File: src/rtl/puti_pkg.sv
// Shared types, constants and arithmetic steps for the primitive UV texel index block.
// No dependencies; used by puti_angle and primitive_uv_texel_index_top.
`timescale 1ns / 1ps

package puti_pkg;

   // texture and coordinate formats
   localparam int MAX_TEX_DIM     = 4096;
   localparam int COORD_FRAC_BITS = 14;
   localparam int DIM_W           = 13;
   localparam int TEXEL_W         = 12;
   localparam int INDEX_W         = 24;
   localparam int RAW_W           = 16;

   // u,v carry 16 fraction bits
   localparam int UV_FRAC  = 16;
   localparam int UV_ONE   = 1 << UV_FRAC;
   localparam int UV_HALF  = UV_ONE / 2;
   localparam int LONG_W   = 28;
   localparam int Q16_SHL  = (UV_FRAC > COORD_FRAC_BITS) ? UV_FRAC - COORD_FRAC_BITS : 0;
   localparam int Q16_SHR  = (COORD_FRAC_BITS > UV_FRAC) ? COORD_FRAC_BITS - UV_FRAC : 0;
   localparam int UVS_W    = 18;
   localparam int PROD_W   = 26;

   // angles in 1/65536 turn
   localparam int TURN_HALF    = 32768;
   localparam int TURN_FULL    = 65536;
   localparam int ANGLE_W      = 18;
   localparam int COORD_W      = 18;
   localparam int CORDIC_W     = 46;
   localparam int CORDIC_SCALE = 24;
   localparam int CORDIC_STEPS = 15;
   localparam int CORDIC_PER   = 3;
   localparam int CORDIC_STAGES = (CORDIC_STEPS + CORDIC_PER - 1) / CORDIC_PER;

   // square root, one result bit per step
   localparam int ISQ_W      = 35;
   localparam int ISQ_STEPS  = 17;
   localparam int ISQ_PER    = 3;
   localparam int ISQ_STAGES = (ISQ_STEPS + ISQ_PER - 1) / ISQ_PER;

   // primitive kinds
   localparam logic [1:0] MODE_CUBE     = 2'd0;
   localparam logic [1:0] MODE_SPHERE   = 2'd1;
   localparam logic [1:0] MODE_CYLINDER = 2'd2;

   // cube faces; on cylinder and cone a cap from FACE_CAP_MIN up
   localparam logic [2:0] FACE_POS_X   = 3'd0;
   localparam logic [2:0] FACE_NEG_X   = 3'd1;
   localparam logic [2:0] FACE_POS_Y   = 3'd2;
   localparam logic [2:0] FACE_NEG_Y   = 3'd3;
   localparam logic [2:0] FACE_POS_Z   = 3'd4;
   localparam logic [2:0] FACE_NEG_Z   = 3'd5;
   localparam logic [2:0] FACE_CAP_MIN = 3'd2;

   typedef struct packed {
      logic [1:0]              mode;
      logic [2:0]              face;
      logic signed [RAW_W-1:0] coord_x;
      logic signed [RAW_W-1:0] coord_y;
      logic signed [RAW_W-1:0] coord_z;
      logic [DIM_W-1:0]        tex_width;
      logic [DIM_W-1:0]        tex_height;
      logic [7:0]              repeat_u;
      logic [7:0]              repeat_v;
   } req_type;

   typedef struct packed {
      logic [INDEX_W-1:0] texel_index;
      logic [TEXEL_W-1:0] texel_column;
      logic [TEXEL_W-1:0] texel_row;
   } rsp_type;

   typedef struct packed {
      logic signed [CORDIC_W-1:0] x;
      logic signed [CORDIC_W-1:0] y;
      logic signed [ANGLE_W-1:0]  ang;
   } cordic_state_type;

   typedef struct packed {
      logic [ISQ_W-1:0] n;
      logic [ISQ_W-1:0] res;
   } isq_state_type;

   // arctangent of 2^-i in 1/65536 turn
   function automatic logic signed [ANGLE_W-1:0] turn_step(input int i);
      logic signed [ANGLE_W-1:0] t;
      case (i)
         0:  t = 18'sd8192;
         1:  t = 18'sd4836;
         2:  t = 18'sd2555;
         3:  t = 18'sd1297;
         4:  t = 18'sd651;
         5:  t = 18'sd326;
         6:  t = 18'sd163;
         7:  t = 18'sd81;
         8:  t = 18'sd41;
         9:  t = 18'sd20;
         10: t = 18'sd10;
         11: t = 18'sd5;
         12: t = 18'sd3;
         13: t = 18'sd1;
         14: t = 18'sd1;
         default: t = 18'sd0;
      endcase
      return t;
   endfunction

   // one vectoring rotation
   function automatic cordic_state_type cordic_step(input cordic_state_type st, input int i);
      logic signed [CORDIC_W-1:0] dx;
      logic signed [CORDIC_W-1:0] dy;
      cordic_state_type           r;
      dx = st.y >>> i;
      dy = st.x >>> i;
      r  = st;
      if (st.y > 0) begin
         r.x   = st.x + dx;
         r.y   = st.y - dy;
         r.ang = st.ang + turn_step(i);
      end else begin
         r.x   = st.x - dx;
         r.y   = st.y + dy;
         r.ang = st.ang - turn_step(i);
      end
      return r;
   endfunction

   // one restoring square-root step, bit 2^(2*(ISQ_STEPS-1-k))
   function automatic isq_state_type isq_step(input isq_state_type st, input int k);
      logic [ISQ_W-1:0] bitv;
      logic [ISQ_W-1:0] trial;
      isq_state_type    r;
      bitv  = ISQ_W'(1) << (2 * (ISQ_STEPS - 1 - k));
      trial = st.res + bitv;
      r     = st;
      if (st.n >= trial) begin
         r.n   = st.n - trial;
         r.res = (st.res >> 1) + bitv;
      end else begin
         r.res = st.res >> 1;
      end
      return r;
   endfunction

   // raw coordinate to 16 fraction bits, floor on a right shift
   function automatic logic signed [LONG_W-1:0] to_q16(input logic signed [RAW_W-1:0] raw);
      logic signed [LONG_W-1:0] w;
      w = LONG_W'(raw);
      return (w <<< Q16_SHL) >>> Q16_SHR;
   endfunction

   // sphere arcsine argument 2*y, saturated to +-1.0
   function automatic logic signed [COORD_W-1:0] sphere_arg(input logic signed [RAW_W-1:0] yr);
      logic signed [LONG_W-1:0] s;
      s = to_q16(yr) <<< 1;
      if (s > LONG_W'(UV_ONE)) s = LONG_W'(UV_ONE);
      if (s < -LONG_W'(UV_ONE)) s = -LONG_W'(UV_ONE);
      return COORD_W'(s);
   endfunction

   // texture size into 1..MAX_TEX_DIM
   function automatic logic [DIM_W-1:0] clamp_dim(input logic [DIM_W-1:0] d);
      logic [DIM_W-1:0] r;
      r = d;
      if (d == '0) r = DIM_W'(1);
      if (d > DIM_W'(MAX_TEX_DIM)) r = DIM_W'(MAX_TEX_DIM);
      return r;
   endfunction

endpackage

File: src/rtl/puti_angle.sv
// Pipelined vectoring CORDIC: atan2(y, x) in 1/65536 turn, wrapped into (-half, +half].
// Depends on puti_pkg.
`timescale 1ns / 1ps

module puti_angle (
   input  logic                                clock,
   input  logic signed [puti_pkg::COORD_W-1:0] in_x,
   input  logic signed [puti_pkg::COORD_W-1:0] in_y,
   output logic signed [puti_pkg::ANGLE_W-1:0] out_angle
);

   puti_pkg::cordic_state_type pre;
   puti_pkg::cordic_state_type stage_in [puti_pkg::CORDIC_STAGES];
   puti_pkg::cordic_state_type stage_ff [puti_pkg::CORDIC_STAGES];
   logic signed [puti_pkg::ANGLE_W-1:0] last_ang;

   // scale up, fold the left half plane onto the right
   always_comb begin
      pre.x   = puti_pkg::CORDIC_W'(in_x) <<< puti_pkg::CORDIC_SCALE;
      pre.y   = puti_pkg::CORDIC_W'(in_y) <<< puti_pkg::CORDIC_SCALE;
      pre.ang = '0;
      if (pre.x < 0) begin
         pre.ang = (pre.y >= 0) ? puti_pkg::ANGLE_W'(puti_pkg::TURN_HALF)
                                : -puti_pkg::ANGLE_W'(puti_pkg::TURN_HALF);
         pre.x   = -pre.x;
         pre.y   = -pre.y;
      end
   end

   // a few rotations per stage
   for (genvar g = 0; g < puti_pkg::CORDIC_STAGES; g++) begin : g_stage
      always_comb begin
         puti_pkg::cordic_state_type acc;
         acc = (g == 0) ? pre : stage_ff[(g == 0) ? 0 : g - 1];
         for (int k = 0; k < puti_pkg::CORDIC_PER; k++) begin
            if (g * puti_pkg::CORDIC_PER + k < puti_pkg::CORDIC_STEPS) begin
               acc = puti_pkg::cordic_step(acc, g * puti_pkg::CORDIC_PER + k);
            end
         end
         stage_in[g] = acc;
      end

      always_ff @(posedge clock) begin
         stage_ff[g] <= stage_in[g];
      end
   end

   // wrap into (-half, +half]
   always_comb begin
      last_ang = stage_ff[puti_pkg::CORDIC_STAGES-1].ang;
      if (last_ang > puti_pkg::ANGLE_W'(puti_pkg::TURN_HALF)) begin
         last_ang = last_ang - puti_pkg::ANGLE_W'(puti_pkg::TURN_FULL);
      end
      if (last_ang <= -puti_pkg::ANGLE_W'(puti_pkg::TURN_HALF)) begin
         last_ang = last_ang + puti_pkg::ANGLE_W'(puti_pkg::TURN_FULL);
      end
      out_angle = last_ang;
   end

endmodule

File: config.mk
export PLATFORM = sky130hd
export DESIGN_NAME = puti_angle
export DESIGN_NICKNAME = d
export VERILOG_FILES = /design/src/rtl/puti_pkg.sv /design/src/rtl/puti_angle.sv
export SDC_FILE = /design/constraint.sdc
export NUM_CORES = 2
export LEC_CHECK = 0
export BUFFER_PORTS_ARGS = -buffer_cell sky130_fd_sc_hd__buf_2
export CAP_MARGIN = 20
export CORE_UTILIZATION = 25
export CTS_BUF_LIST = sky130_fd_sc_hd__clkbuf_4 sky130_fd_sc_hd__clkbuf_8
export DETAILED_ROUTE_END_ITERATION = 10
export GPL_ROUTABILITY_DRIVEN = 0
export HOLD_SLACK_MARGIN = 0.08
export PLACE_DENSITY_LB_ADDON = 0.1
export SLEW_MARGIN = 15
export SYNTH_ARGS = -nofsm -noshare
export SYNTH_HDL_FRONTEND = slang
export SYNTH_SLANG_ARGS = --single-unit
File: constraint.sdc
create_clock -name clock -period 61.3 [get_ports clock]
set_input_delay 3.065 -clock clock [delete_from_list [all_inputs] [get_ports clock]]
set_output_delay 3.065 -clock clock [all_outputs]
set_load 0.02 [all_outputs]
==> results.py <==
metrics = {
    "run_status": {
        "status": "finished clean",
    },
    "final_layout": {
        "layout-drive-gt1-share_pct": 4.578,
        "areaGrowthSynthToFinish_pct": 8.780,
        "final_net_count": 12820,
        "utilization_pct": 27.40,
        "reg_top3": "stage_ff x384",
        "final_cell_area_um2": 91650,
        "register_area_um2": 7687,
        "largest-register": "stage_ff",
        "fill_cells": 36740,
        "largest_reg_flops": 384,
        "multiInputGateArea_um2": 73160,
    },
    "setup_path": {
        "rrSetupSlack_ps": 38740,
        "cp-startpoint": "stage_ff[0][258]",
        "timing.rr.start": "stage_ff[0][258]",
        "worst_setup_path_start_kind": "flip-flop",
        "timing.rr.end": "stage_ff[0][438]",
        "setup.worst_path.end": "stage_ff[0][438]",
        "worst_path_most_repeated_cell": "buf_4",
        "arrival_ps": 23390,
        "critPathCaptureType": "flip-flop",
        "critical-path-max-stage-delay_ps": 790,
        "crit_slowest_cell": "a2111oi_0",
        "critPathKind": "reg2reg",
        "cp.required_ps": 62130,
        "cp_max_fo": 49,
        "rr_worst_depth": 77,
    },
    "timing": {
        "finalClockSkew_ps": 96.58,
        "hold_viol": 0,
        "maxSlewHeadroom_pct": 16.38,
        "hold_ws_ps": 598.8,
        "fmax_ghz": 0.04433,
        "max_slew.worst_pin.slew_ps": 1245,
        "timing.final.max_slew_violations": 0,
        "setup_violations": 0,
        "period_share_pct": 36.80,
        "rsz0062_at_grt": "false",
        "period_minus_slack_ps": 22560,
        "finalSetupTns_ps": 0,
    },
    "detailed_routing": {
        "drt_iter0_markers": 5292,
        "route.detailed.wl_per_inst_um": 20.35,
        "drc": 0,
        "vias": 84260,
        "via_per_inst": 5.232,
        "final_antenna_net_count": 0,
        "drt_pass1_iterations": 6,
        "routed_wl_um": 327700,
    },
    "floorplan": {
        "die_h_um": 582.5,
        "num_rows": 212,
        "fp.coreArea_um2": 334500,
        "io_pins": 55,
        "die-area_um2": 339300,
        "chipWidth_um": 582.5,
        "start_util_pct": 25.19,
    },
    "clock_tree": {
        "hold_buffers": 0,
        "post_cts_buffers": 0,
        "clk_path_buf_depth": 4,
        "cts_tree": "built",
        "cts.clk_slew.worst_paths_ps": 60,
        "root_buffer": "clkbuf_8",
        "h-tree-depth": 3,
        "clkLatencyLatePin_ps": 900,
        "cts.repair.resized": 0,
        "cts_buffers": 85,
        "cts.sinks": 384,
    },
    "global_route": {
        "globalRouteTotalUtil_pct": 18.63,
        "antenna_found_initial": 13,
        "grt_pass1_wl_um": 497500,
        "overflow": 0,
        "met3_usage_pct": 1.781,
        "grt_use_met2_pct": 31.67,
        "grt.busiest_layer": "met2",
        "grt.met1_usage_pct": 25.64,
        "grt_pass1_vias": 80550,
        "grt_max_degree": 54,
    },
    "logic_synthesis": {
        "synth_cell_types": 109,
        "yosysTopAreaCellShare_pct": 18.01,
        "yosys_warnings": 0,
        "syn_area_um2": 84250,
        "synth_seq_cells": 384,
        "yosysSeqAreaShare_pct": 9.124,
        "synth.largest_area_cell": "ha_1",
        "syn_inst": 11590,
        "async_reset_ff_share_pct": 0,
        "synth_flop_cell": "dfxtp_1",
        "synth-edff-count": 0,
        "syn_area_per_cell_um2": 7.269,
        "synth_area_leaders": "ha_1, xnor2_1, dfxtp_1",
    },
    "worst_hold_path": {
        "hold_depth": 1,
        "hold_class": "reg2reg",
        "min-delay-start": "stage_ff[0][85]",
    },
    "flow_run": {
        "cap_violations": 0,
    },
    "placed_design": {
        "io_buffers": 53,
        "placed_area_um2": 89710,
        "dp_hpwl_um": 283900,
    },
}
## how the worst min path moves through the flow
stage,to
global route,stage_ff[0][137]
finish,stage_ff[0][137]
CTS,stage_ff[0][137]
detailed placement,stage_ff[0][137]
floorplan,stage_ff[0][137]
global placement,stage_ff[0][137]
## cell type report
cell class,instances,share of cell area (%)
Antenna cell,11,0.03003
Clock buffer,121,1.701
Clock inverter,25,0.3550
Inverter,632,2.588
Multi-Input combinational cell,10300,79.82
Sequential cell,384,8.388
Tap cell,4494,6.135
Timing Repair Buffer,139,0.9789
## cell usage after synthesis, drive strengths merged (38+ instances only)
cell and number:
a211o 42, xor2 585, mux2i 56, or3 165
nand4 105, nor3 337, nor2 1039, nor3b 41
xnor2 1122, inv 632, o21ai 744, buf 54
nand3 225, a21oi 1016, a2111oi 38, or2 103
a21o 414, and2 128, a211oi 120, clkbuf 231
or4 68, and3 124, o21bai 162, nand3b 44
nand2 754, o21a 151, ha 1213, nand2b 210
o41ai 57, o211ai 55, a21boi 63, dfxtp 384
nor2b 157, o31ai 166, a31oi 134, nor4 115
## worst max-delay path, delay by kind of cell (launching register included)
| kind | cells | cell delay, ps |
|---|---|---|
| AOI/OAI and AO/OA | 30 | 8930 |
| DFF | 1 | 360 |
| and+or+nand+nor | 27 | 7640 |
| xor gates and xnor gates | 5 | 880 |
| buffers and inverters | 12 | 3560 |
| adders and majority gates | 3 | 1060 |
## placed cells by master, fill, tap and decap left out, drive strengths merged, types with 44 or more instances in the layout
cell and n:
ha 1213, xnor2 1122, nor2 1039, a21oi 1016, nand2 754, o21ai 744
inv 634, xor2 585, a21o 414, dfxtp 384, nor3 337, nand3 225
nand2b 210, o31ai 166, or3 165, o21bai 162, nor2b 157, o21a 151
buf 137, a31oi 134, and2 128, and3 124, clkbuf 123, a211oi 120
nor4 115, nand4 105, or2 103, or4 68, a21boi 63, o41ai 57
mux2i 56, o211ai 55, nand3b 44
## routing by layer
layer | wire, um | share of wire (%) | vias to the layer above
met3 | 12290 | 3.7 | 199
met1 | 158900 | 48 | 40370
met2 | 151600 | 46 | 1682
met5 | 31 | 0.0095 | -
li1 | - | - | 42010
met4 | 4861 | 1.5 | 4
## logic make-up after synthesis
| logic type | Yosys count | synth area share [%] |
|---|---|---|
| xor+xnor | 1707 | 17.75 |
| other cells | 2 | 0.008914 |
| buf+inv | 917 | 4.172 |
| compound gates | 3534 | 27.09 |
| fa+ha+maj | 1240 | 18.66 |
| mux | 76 | 0.9326 |
| flops | 384 | 9.124 |
| simple gates | 3731 | 22.27 |
## through the flow
step	instances	setup WS (ps)
6_report	16100	38740
5_1_grt	16100	36660
4_1_cts	16090	38850
3_5_place_dp	15940	38900
3_3_place_gp	15940	38850
2_1_floorplan	11600	41750
Power is left out: the tool's default activity adds up to more than one toggle a clock period on the data nets, which glitch-free logic cannot reach.
